### src/dklp_ram.sv
`timescale 1ns / 1ps
`default_nettype none
module dklp_ram #(
  parameter int WIDTH = 8,
  parameter int DEPTH = 16
) (
  input  wire logic                     clk,
  input  wire logic                     we,
  input  wire logic [$clog2(DEPTH)-1:0] waddr,
  input  wire logic [WIDTH-1:0]         wdata,
  input  wire logic [$clog2(DEPTH)-1:0] raddr,
  output logic      [WIDTH-1:0]         rdata
);
  logic [WIDTH-1:0] mem [DEPTH];
  always_ff @(posedge clk) begin
    if (we) begin
      mem[waddr] <= wdata;
    end
    rdata <= mem[raddr];
  end
endmodule
`default_nettype wire

### config.mk
export PLATFORM = sky130hd
export DESIGN_NAME = dklp_ram
export DESIGN_NICKNAME = d
export VERILOG_FILES = /design/src/dklp_ram.sv
export SDC_FILE = /design/constraint.sdc
export NUM_CORES = 1
export LEC_CHECK = 0
export CAP_MARGIN = 20
export CORE_AREA = 2 2 95 97
export CTS_CLUSTER_DIAMETER = 30
export CTS_CLUSTER_SIZE = 16
export DETAILED_ROUTE_END_ITERATION = 16
export DIE_AREA = 0 0 97 99
export DONT_BUFFER_PORTS = 1
export PLACE_DENSITY_LB_ADDON = 0.3
export SLEW_MARGIN = 20
export SYNTH_ARGS = -nofsm -noshare
export SYNTH_HDL_FRONTEND = slang
export SYNTH_SLANG_ARGS = --single-unit
export TNS_END_PERCENT = 20
### constraint.sdc
create_clock -name clk -period 1.7 [get_ports clk]
set_input_delay 0 -clock clk [delete_from_list [all_inputs] [get_ports clk]]
set_output_delay 0 -clock clk [all_outputs]
set_load 0.005 [all_outputs]
==> metrics, run 1 <==
I/O Pins=26; most frequent cells in the layout=128 x edfxtp_1, 19 x buf_4, 18 x mux4_2, 16 x a22oi_1, 16 x clkbuf_16; die area=0.00960 mm^2; number of global-route vias before repair=2,528; failing checks=hold timing; Final ANT Viol Nets=0; clk_skew=0.00579 ns; row cnt=34; placer congestion estimate=0.739; Static Leak=2.05 nW; outcome=finished with violations; DP Worst Slack=0.332 ns; Longest Clk Path Bufs=2; final worst slack=0.0851 ns; worst vdd ir=0.00104 V; via count=2,447; CP max FO=4; largest cells by area after synthesis=edfxtp_1 75%, mux4_2 7.9%, mux4_1 7.1%; die width=97 um; grt total ovfl=0; fillers=493; TritonCTS Sinks=136; diode count=0; Clk Latency, worst-skew pair=0.51 ns; most common cell after layout, fill and taps aside=edfxtp_1; Post-Synthesis Mean Instance Area=22.5 um^2; share of cells above drive strength 1=0.242; Yosys top cell by area=edfxtp_1; Worst Path Arrival=1.83 ns; Initial DRT Pass Iterations=4; first-pass GRT wire length=15.0 mm; Layout area overhead=18.3%; Core Area=0.00855 mm^2; Sequential cell area=0.00400 mm^2; Slew Limit Fails=0; Worst Setup Path Type=input pin to register; Final setup viols=0; Crit. End Element=register; yosys warns=0; Clk pin slew, worst setup/hold paths=0.06 ns; I/O Buffers=0; share of the synthesized area in the top cell type=0.747; Hold Violations, Final=8; sequential area share after synthesis=0.778; Die Y-Extent=99 um; DRT Wirelength=9.72 mm; top layer in use=met4; Tmin final=1.61 ns; worst slew pin tran=0.606 ns; initial antenna violation count=0; Post-Syn Nets=247; Tcrit/Tclk final=0.950; RSZ-0062 raised after global routing=false; H-tree depth=4; vias per cell=6.23; met2 WL=4.95 mm; Worst Path Required=1.92 ns; Synth Register Bits=136; total track usage=0.222; CTS Hold Buffers Added=15; largest net degree at the start of global routing=33; CP Launch Type=input pin; Starting Density=0.602; total CTS buffers=17; Fmax=619 MHz; TritonCTS clock tree=done; Worst Hold Class=input pin to register; Avg WL per Cell=24.7 um; Power per Cell Area=1260 mW/mm^2; final hold slack=-0.172 ns; Sum Neg Setup Slack=0 ns; Iter 0 DRT Violations=212; area post-placement=0.00534 mm^2; Yosys cell types=19; nets=290; synthesized instance count=229; Synth Cell Area=0.00515 mm^2; Detailed Place HPWL=5.62 mm; total of max-cap violations=0; met1 wire length=4.14 mm; Multi-input gate area=0.00106 mm^2; Remaining DRCs=0; wire length on met3=534 um; final instance area=0.00609 mm^2; Slew headroom=0.594; root buf cell=clkbuf_8
[cell families after synthesis]
family          after synthesis  synth area share
compound gates               16            0.0233
buf+inv                      10            0.0168
flops                       136             0.778
mux                          32             0.150
simple gates                 35            0.0318
[flip-flops by register name (all words and copies together), names as in the netlist]
| name | count |
|---|---|
| mem | 128 |
| rdata | 8 |
[power by group]
group	leakage (nW)	total, W	switching (W)	internal, W
Combinational	0.545	0.000294	0.000154	0.000141
Sequential	1.22	0.00378	0.0000255	0.00375
Clock	0.279	0.00363	0.00138	0.00225
Total	2.05	0.00770	0.00156	0.00614
[critical path, cell delays in order]
cell and delay, ns:
dlygate4sd3_1 0.53, or3b_2 0.51, nor2_1 0.17, dlygate4sd3_1 0.62
[worst paths after layout]
path	startpoint	end	slack, ns	depth (start not counted)
setup / recovery	waddr[2]	mem[2][7]	0.09	4
hold / removal	raddr[0]	rdata[1]	-0.17	3
setup reg to reg	mem[2][2]	rdata[2]	0.31	3
hold reg to reg	mem[12][2]	rdata[2]	0.67	3
[metal layers]
| metal | global-route usage | vias up |
|---|---|---|
| met5 | 0 | - |
| met4 | 0.0693 | 0 |
| met3 | 0.0709 | 10 |
| met2 | 0.345 | 97 |
| met1 | 0.309 | 1280 |
| li1 | - | 1060 |
[Yosys cell counts]
| master | number |
|---|---|
| a22oi_1 | 16 |
| and2_1 | 1 |
| and2b_1 | 1 |
| buf_2 | 3 |
| buf_4 | 1 |
| buf_6 | 3 |
| clkdlybuf4s25_2 | 3 |
| dfxtp_1 | 8 |
| edfxtp_1 | 128 |
| mux4_1 | 14 |
| mux4_2 | 18 |
| nand2_1 | 9 |
| nand2b_1 | 2 |
| nand3_1 | 1 |
| nand3b_1 | 2 |
| nor2_1 | 13 |
| nor2b_1 | 1 |
| nor3_1 | 4 |
| or3b_2 | 1 |
[cell type report]
| type | instances | area share |
|---|---|---|
| clock inverters | 13 | 0.0279 |
| well taps | 108 | 0.0222 |
| flip-flops and latches | 136 | 0.657 |
| repair buffers | 34 | 0.0497 |
| clock buffers | 19 | 0.0692 |
| multi-input cells | 83 | 0.174 |
[metrics by stage]
stage / util / power, W / cells
2_1_floorplan: - / 0.00403 / 229
3_3_place_gp: 0.624 / 0.00405 / 346
3_5_place_dp: 0.624 / 0.00405 / 346
4_1_cts: 0.712 / 0.00775 / 393
5_1_grt: 0.712 / 0.00791 / 393
6_report: 0.712 / 0.00770 / 393
[repair_timing]
action / 4_1_cts / 5_1_grt
resized for setup: 0 / 0
buffers inserted: 0 / 0
hold endpoints to repair: 186 / 8
No activity file was read; power rests on OpenSTA's default activity.
==> run 2, diff against run 1 <==
MAX_ROUTING_LAYER = met4   (was default)
==> run 2 against run 1 <==
  * Design area is the same
  * Via count shrank 1.5%
  * Critical endpoint unchanged
  * Highest routed layer unchanged
  * The run still ends with hold timing left
  * Maximum frequency grew 0.40%
  * Final cell count is the same
  * Largest cell class unchanged
  * Die area is the same
  * Combinational power is essentially flat
  * Clock power is essentially flat
  * Setup slack gained 0.0064 ns
  * Core utilization is the same
  * Wire length grew 0.25%
==> metrics, run 2 (same netlist as run 1, synthesis figures left out) <==
outcome=finished with violations; failing checks=hold timing; CP max FO=4 (unchanged); Top reg by flops=mem; Switch Pwr=0.00156 W (+0.15%); I/O Pins=26 (unchanged); H-tree depth=4 (unchanged); Iter 0 DRT Violations=211 (-0.47%); Worst Path Required=1.92 ns (about the same); Seq pwr share=0.490 (about the same); CTS Hold Buffers Added=15 (unchanged); worst slew pin tran=0.568 ns (-0.0381 ns); Worst Path Arrival=1.83 ns (about the same); share of cells above drive strength 1=0.242 (unchanged); nets=290 (unchanged); combinational power share=0.038 (about the same); die width=97 um (unchanged); diode count=0 (unchanged); initial antenna violation count=0 (unchanged); Avg WL per Cell=24.8 um (+0.25%); Final ANT Viol Nets=0 (unchanged); row cnt=34 (unchanged); hold path endpoint=rdata[1]; Final Power=0.00770 W (about the same); flip-flop count of the largest register after layout=128 (unchanged); biggest regs=mem (128), rdata (8); RSZ-0062 raised after global routing=false; Hold Violations, Final=8 (unchanged); number of global-route vias before repair=2,531 (+0.12%); Layout area overhead=18.3% (unchanged); most common cell after layout, fill and taps aside=edfxtp_1; TritonCTS clock tree=done; Slew Limit Fails=0 (unchanged); Detailed Place HPWL=5.62 mm (unchanged); Fmax=622 MHz (+0.40%); Tcrit/Tclk final=0.946 (-0.00377); CTS resizes=0 (unchanged); largest net degree at the start of global routing=33 (unchanged); most frequent cells in the layout=128 x edfxtp_1, 19 x buf_4, 18 x mux4_2, 16 x a22oi_1, 16 x clkbuf_16; R2R Setup Slk=0.32 ns (about the same); Hold Crit Depth=3 (unchanged); Slew headroom=0.620 (+0.0255); final worst slack=0.0916 ns (+0.00641 ns); root buf cell=clkbuf_8; Crit. End Element=register; vias per cell=6.13 (-1.5%); first-pass GRT wire length=15.0 mm (about the same); total CTS buffers=17 (unchanged); Remaining DRCs=0 (unchanged); Clk Latency, worst-skew pair=0.52 ns (about the same); CP Launch Type=input pin; die area=0.00960 mm^2 (unchanged); DP Worst Slack=0.332 ns (unchanged); Pint=0.00614 W (about the same); Initial DRT Pass Iterations=4 (unchanged); hold wc startpoint=raddr[0]; Clk pin slew, worst setup/hold paths=0.06 ns (about the same); Die Y-Extent=99 um (unchanged); Starting Density=0.602 (unchanged); Worst Hold Class=input pin to register; Sum Neg Setup Slack=0 ns (unchanged); DRT Wirelength=9.74 mm (+0.25%); FF-to-FF End=rdata[2]; via count=2,411 (-1.5%); worst r2r src=mem[2][2]; worst vdd ir=0.00104 V (-0.17%); Longest Clk Path Bufs=2 (unchanged); TritonCTS Sinks=136 (unchanged); Tmin final=1.61 ns (-0.00641 ns); Final setup viols=0 (unchanged); Static Leak=2.05 nW (unchanged); total track usage=0.230 (+0.00771); final hold slack=-0.177 ns (-0.00558 ns); clk_skew=0.00699 ns (+0.00120 ns); Worst Setup Path Type=input pin to register; Power per Cell Area=1260 mW/mm^2 (about the same); I/O Buffers=0 (unchanged); sw frac=0.202 (+0.000249); Core Area=0.00855 mm^2 (unchanged); Clk pwr share=0.471 (about the same); placer congestion estimate=0.748 (+1.2%); grt total ovfl=0 (unchanged); total of max-cap violations=0 (unchanged); worst reg-to-reg path cell count=3 (unchanged)
## run 2: final cells by class
class / instances / area [um^2]
Timing Repair Buffer: 34 / 303
Sequential cell: 136 / 4000
Clock buffer: 19 / 422
Tap cell: 108 / 135
Multi-Input combinational cell: 83 / 1060
Fill cell: 493 / 2460
Clock inverter: 13 / 170
## run 2: layer usage
metal | track usage | share of wire | up-vias
met5 | - | 0 | -
met4 | 0.0693 | 0.010 | 0
met3 | 0.0730 | 0.068 | 10
met2 | 0.345 | 0.51 | 97
met1 | 0.309 | 0.42 | 1244
li1 | - | - | 1060
## run 2: power by group through the flow
stage / sequential (W) / clock (W) / combinational (W)
2_1_floorplan: 0.00384 / 0 / 0.000190
3_3_place_gp: 0.00384 / 0 / 0.000203
3_5_place_dp: 0.00385 / 0 / 0.000207
4_1_cts: 0.00378 / 0.00367 / 0.000297
5_1_grt: 0.00378 / 0.00381 / 0.000318
6_report: 0.00378 / 0.00363 / 0.000295
## run 2: how the worst max path moves through the flow
stage,cells after the start,slack (ns),to,startpoint
finish,4,0.09,mem[2][7],waddr[2]
CTS,4,0.16,mem[2][7],waddr[2]
floorplan,2,0.21,mem[0][0],waddr[2]
global route,4,0.07,mem[2][7],waddr[2]
detailed placement,3,0.33,rdata[3],mem[2][3]
global placement,3,0.35,rdata[3],mem[2][3]
## run 2: critical path, stage by stage
cell and delay [ns]:
dlygate4sd3_1 0.53, or3b_2 0.52, nor2_1 0.17, dlygate4sd3_1 0.62
## run 2: per-stage QoR
step                cell area (um^2)  cells  utilization
floorplan                       5150    229            -
global placement                5340    346        0.624
detailed placement              5340    346        0.624
CTS                             6090    393        0.712
global route                    6090    393        0.712
finish                          6090    393        0.712
## run 2: timing repair
item	in CTS	in global routing
buffers inserted	0	0
endpoints found under the hold margin	186	8
setup endpoints to repair	0	0
==> run 3, diff against run 2 <==
SETUP_SLACK_MARGIN = 0.15   (was default)
==> run 3 against run 2 <==
  * The flow still finishes with violations (hold timing)
  * Via count up 2.7%
  * Clock power barely moved
  * First-iteration DRC count up 14%
  * Global-route usage fell by 0.081 points
  * Clock-buffer cell count did not move
  * Maximum frequency up 16%
  * Critical path depth down 1
  * Flip-flop and latch count did not move
  * Critical endpoint is now rdata[2]
==> metrics, run 3 (same netlist as run 1, synthesis figures left out) <==
outcome=finished with violations; failing checks=hold timing; Worst Setup Path Type=register to register; Starting Density=0.602 (unchanged); Sum Neg Setup Slack=0 ns (unchanged); Crit path max-delay family=multiplexers; Worst Path Arrival=1.78 ns (-0.05 ns); final hold slack=-0.170 ns (+0.00680 ns); Clk Latency, worst-skew pair=0.52 ns (about the same); most common cell after layout, fill and taps aside=edfxtp_1; clk_skew=0.00857 ns (+0.00158 ns); vias per cell=6.30 (+2.7%); Iter 0 DRT Violations=241 (+14%); Core Area=0.00855 mm^2 (unchanged); Tcrit/Tclk final=0.813 (-0.134); Top reg by flops=mem; Worst Path Required=2.10 ns (+0.18 ns); CP Launch Type=register; Initial DRT Pass Iterations=5 (+1); Clk pin slew, worst setup/hold paths=0.06 ns (about the same); Power per Cell Area=1260 mW/mm^2 (-0.15%); Die Y-Extent=99 um (unchanged); Crit. End Element=register; placer congestion estimate=0.748 (unchanged); I/O Pins=26 (unchanged); Final setup viols=0 (unchanged); worst path bufs/invs=0 (-2); most frequent cells in the layout=128 x edfxtp_1, 19 x buf_4, 18 x mux4_2, 16 x a22oi_1, 16 x clkbuf_16; nets=290 (unchanged); non-filler cells, final=393 (unchanged); Layout area overhead=18.3% (unchanged); die area=0.00960 mm^2 (unchanged); initial antenna violation count=0 (unchanged); Fmax=724 MHz (+16%); worst vdd ir=0.00104 V (about the same); total track usage=0.229 (-0.000814); Final Power=0.00769 W (-0.15%); Slew headroom=0.600 (-0.0199); Longest Clk Path Bufs=2 (unchanged); H-tree depth=4 (unchanged); total CTS buffers=17 (unchanged); Detailed Place HPWL=5.62 mm (unchanged); diode count=0 (unchanged); Avg WL per Cell=24.7 um (-0.24%); I/O Buffers=0 (unchanged); die width=97 um (unchanged); Slowest-stage cell, CP=mux4_1; Slew Limit Fails=0 (unchanged); CTS Hold Buffers Added=15 (unchanged); Final ANT Viol Nets=0 (unchanged); largest net degree at the start of global routing=33 (unchanged); number of global-route vias before repair=2,525 (-0.24%); Largest stage delay, worst path=0.50 ns (-0.12 ns); grt total ovfl=0 (unchanged); fillers=490 (-0.61%); total of max-cap violations=0 (unchanged); root buf cell=clkbuf_8; RSZ-0062 raised after global routing=false; share of cells above drive strength 1=0.242 (unchanged); CP max FO=1 (-3); Tmin final=1.38 ns (-0.227 ns); final instance area=0.00609 mm^2 (unchanged); first-pass GRT wire length=15.0 mm (-0.13%); Remaining DRCs=0 (unchanged); DRT Wirelength=9.72 mm (-0.24%); flip-flop count of the largest register after layout=128 (unchanged); biggest regs=mem (128), rdata (8); row cnt=34 (unchanged); Worst Hold Class=input pin to register; post-route core utilization=0.712 (unchanged); area post-placement=0.00534 mm^2 (unchanged); Hold Violations, Final=8 (unchanged); placed insts=346 (unchanged); TritonCTS Sinks=136 (unchanged); Static Leak=2.05 nW (-0.13%); via count=2,475 (+2.7%); CP cell instances=mux4_1 > a22oi_1 > nand2_1; TritonCTS clock tree=done; worst slew pin tran=0.598 ns (+0.0297 ns)
## run 3: cell counts in the layout (fill, tap and decap cells not counted)
No cell type changed its count.
## run 3: worst register-to-register path, stage by stage (launching register included)
cell      delay (ns)
edfxtp_1        0.39
mux4_1          0.50
a22oi_1         0.31
nand2_1         0.08
## run 3: repair_timing
action                                 in CTS  in global routing
gates resized for setup                     0                  0
endpoints found under the hold margin     186                  8
buffers inserted                            0                  0
## run 3: per-layer routing
layer  GRT usage  wire length (um)
met4      0.0693                82
met3      0.0730               663
met1       0.309              4050
met5           -                 0
met2       0.343              4920
## run 3: stage by stage
step	hold WS (ns)	worst slack, ns
6_report	-0.170	0.319
4_1_cts	-0.192	0.322
2_1_floorplan	0.0989	0.207
3_3_place_gp	0.0995	0.353
3_5_place_dp	0.0996	0.332
5_1_grt	-0.192	0.262
## run 3: layout make-up
cell class	count	area, um^2	area share
multi-input combinational	83	1060	0.174
tap	108	135	0.0222
timing repair buffer	34	303	0.0497
sequential	136	4000	0.657
clock inverter	13	170	0.0279
clock buffer	19	422	0.0692
## run 3: path summary, 6_finish.rpt
check             start  cells after the start  slack [ns]  endpoint
max           mem[2][2]                      3        0.32  rdata[2]
min            raddr[0]                      3       -0.17  rdata[1]
max reg2reg   mem[2][2]                      3        0.32  rdata[2]
min reg2reg  mem[12][2]                      3        0.67  rdata[2]
## run 3: power by group
| group | switching, W | internal [W] | leakage, nW |
|---|---|---|---|
| clock network | 0.00137 | 0.00225 | 0.279 |
| registers | 0.0000255 | 0.00375 | 1.22 |
| logic | 0.000155 | 0.000142 | 0.542 |
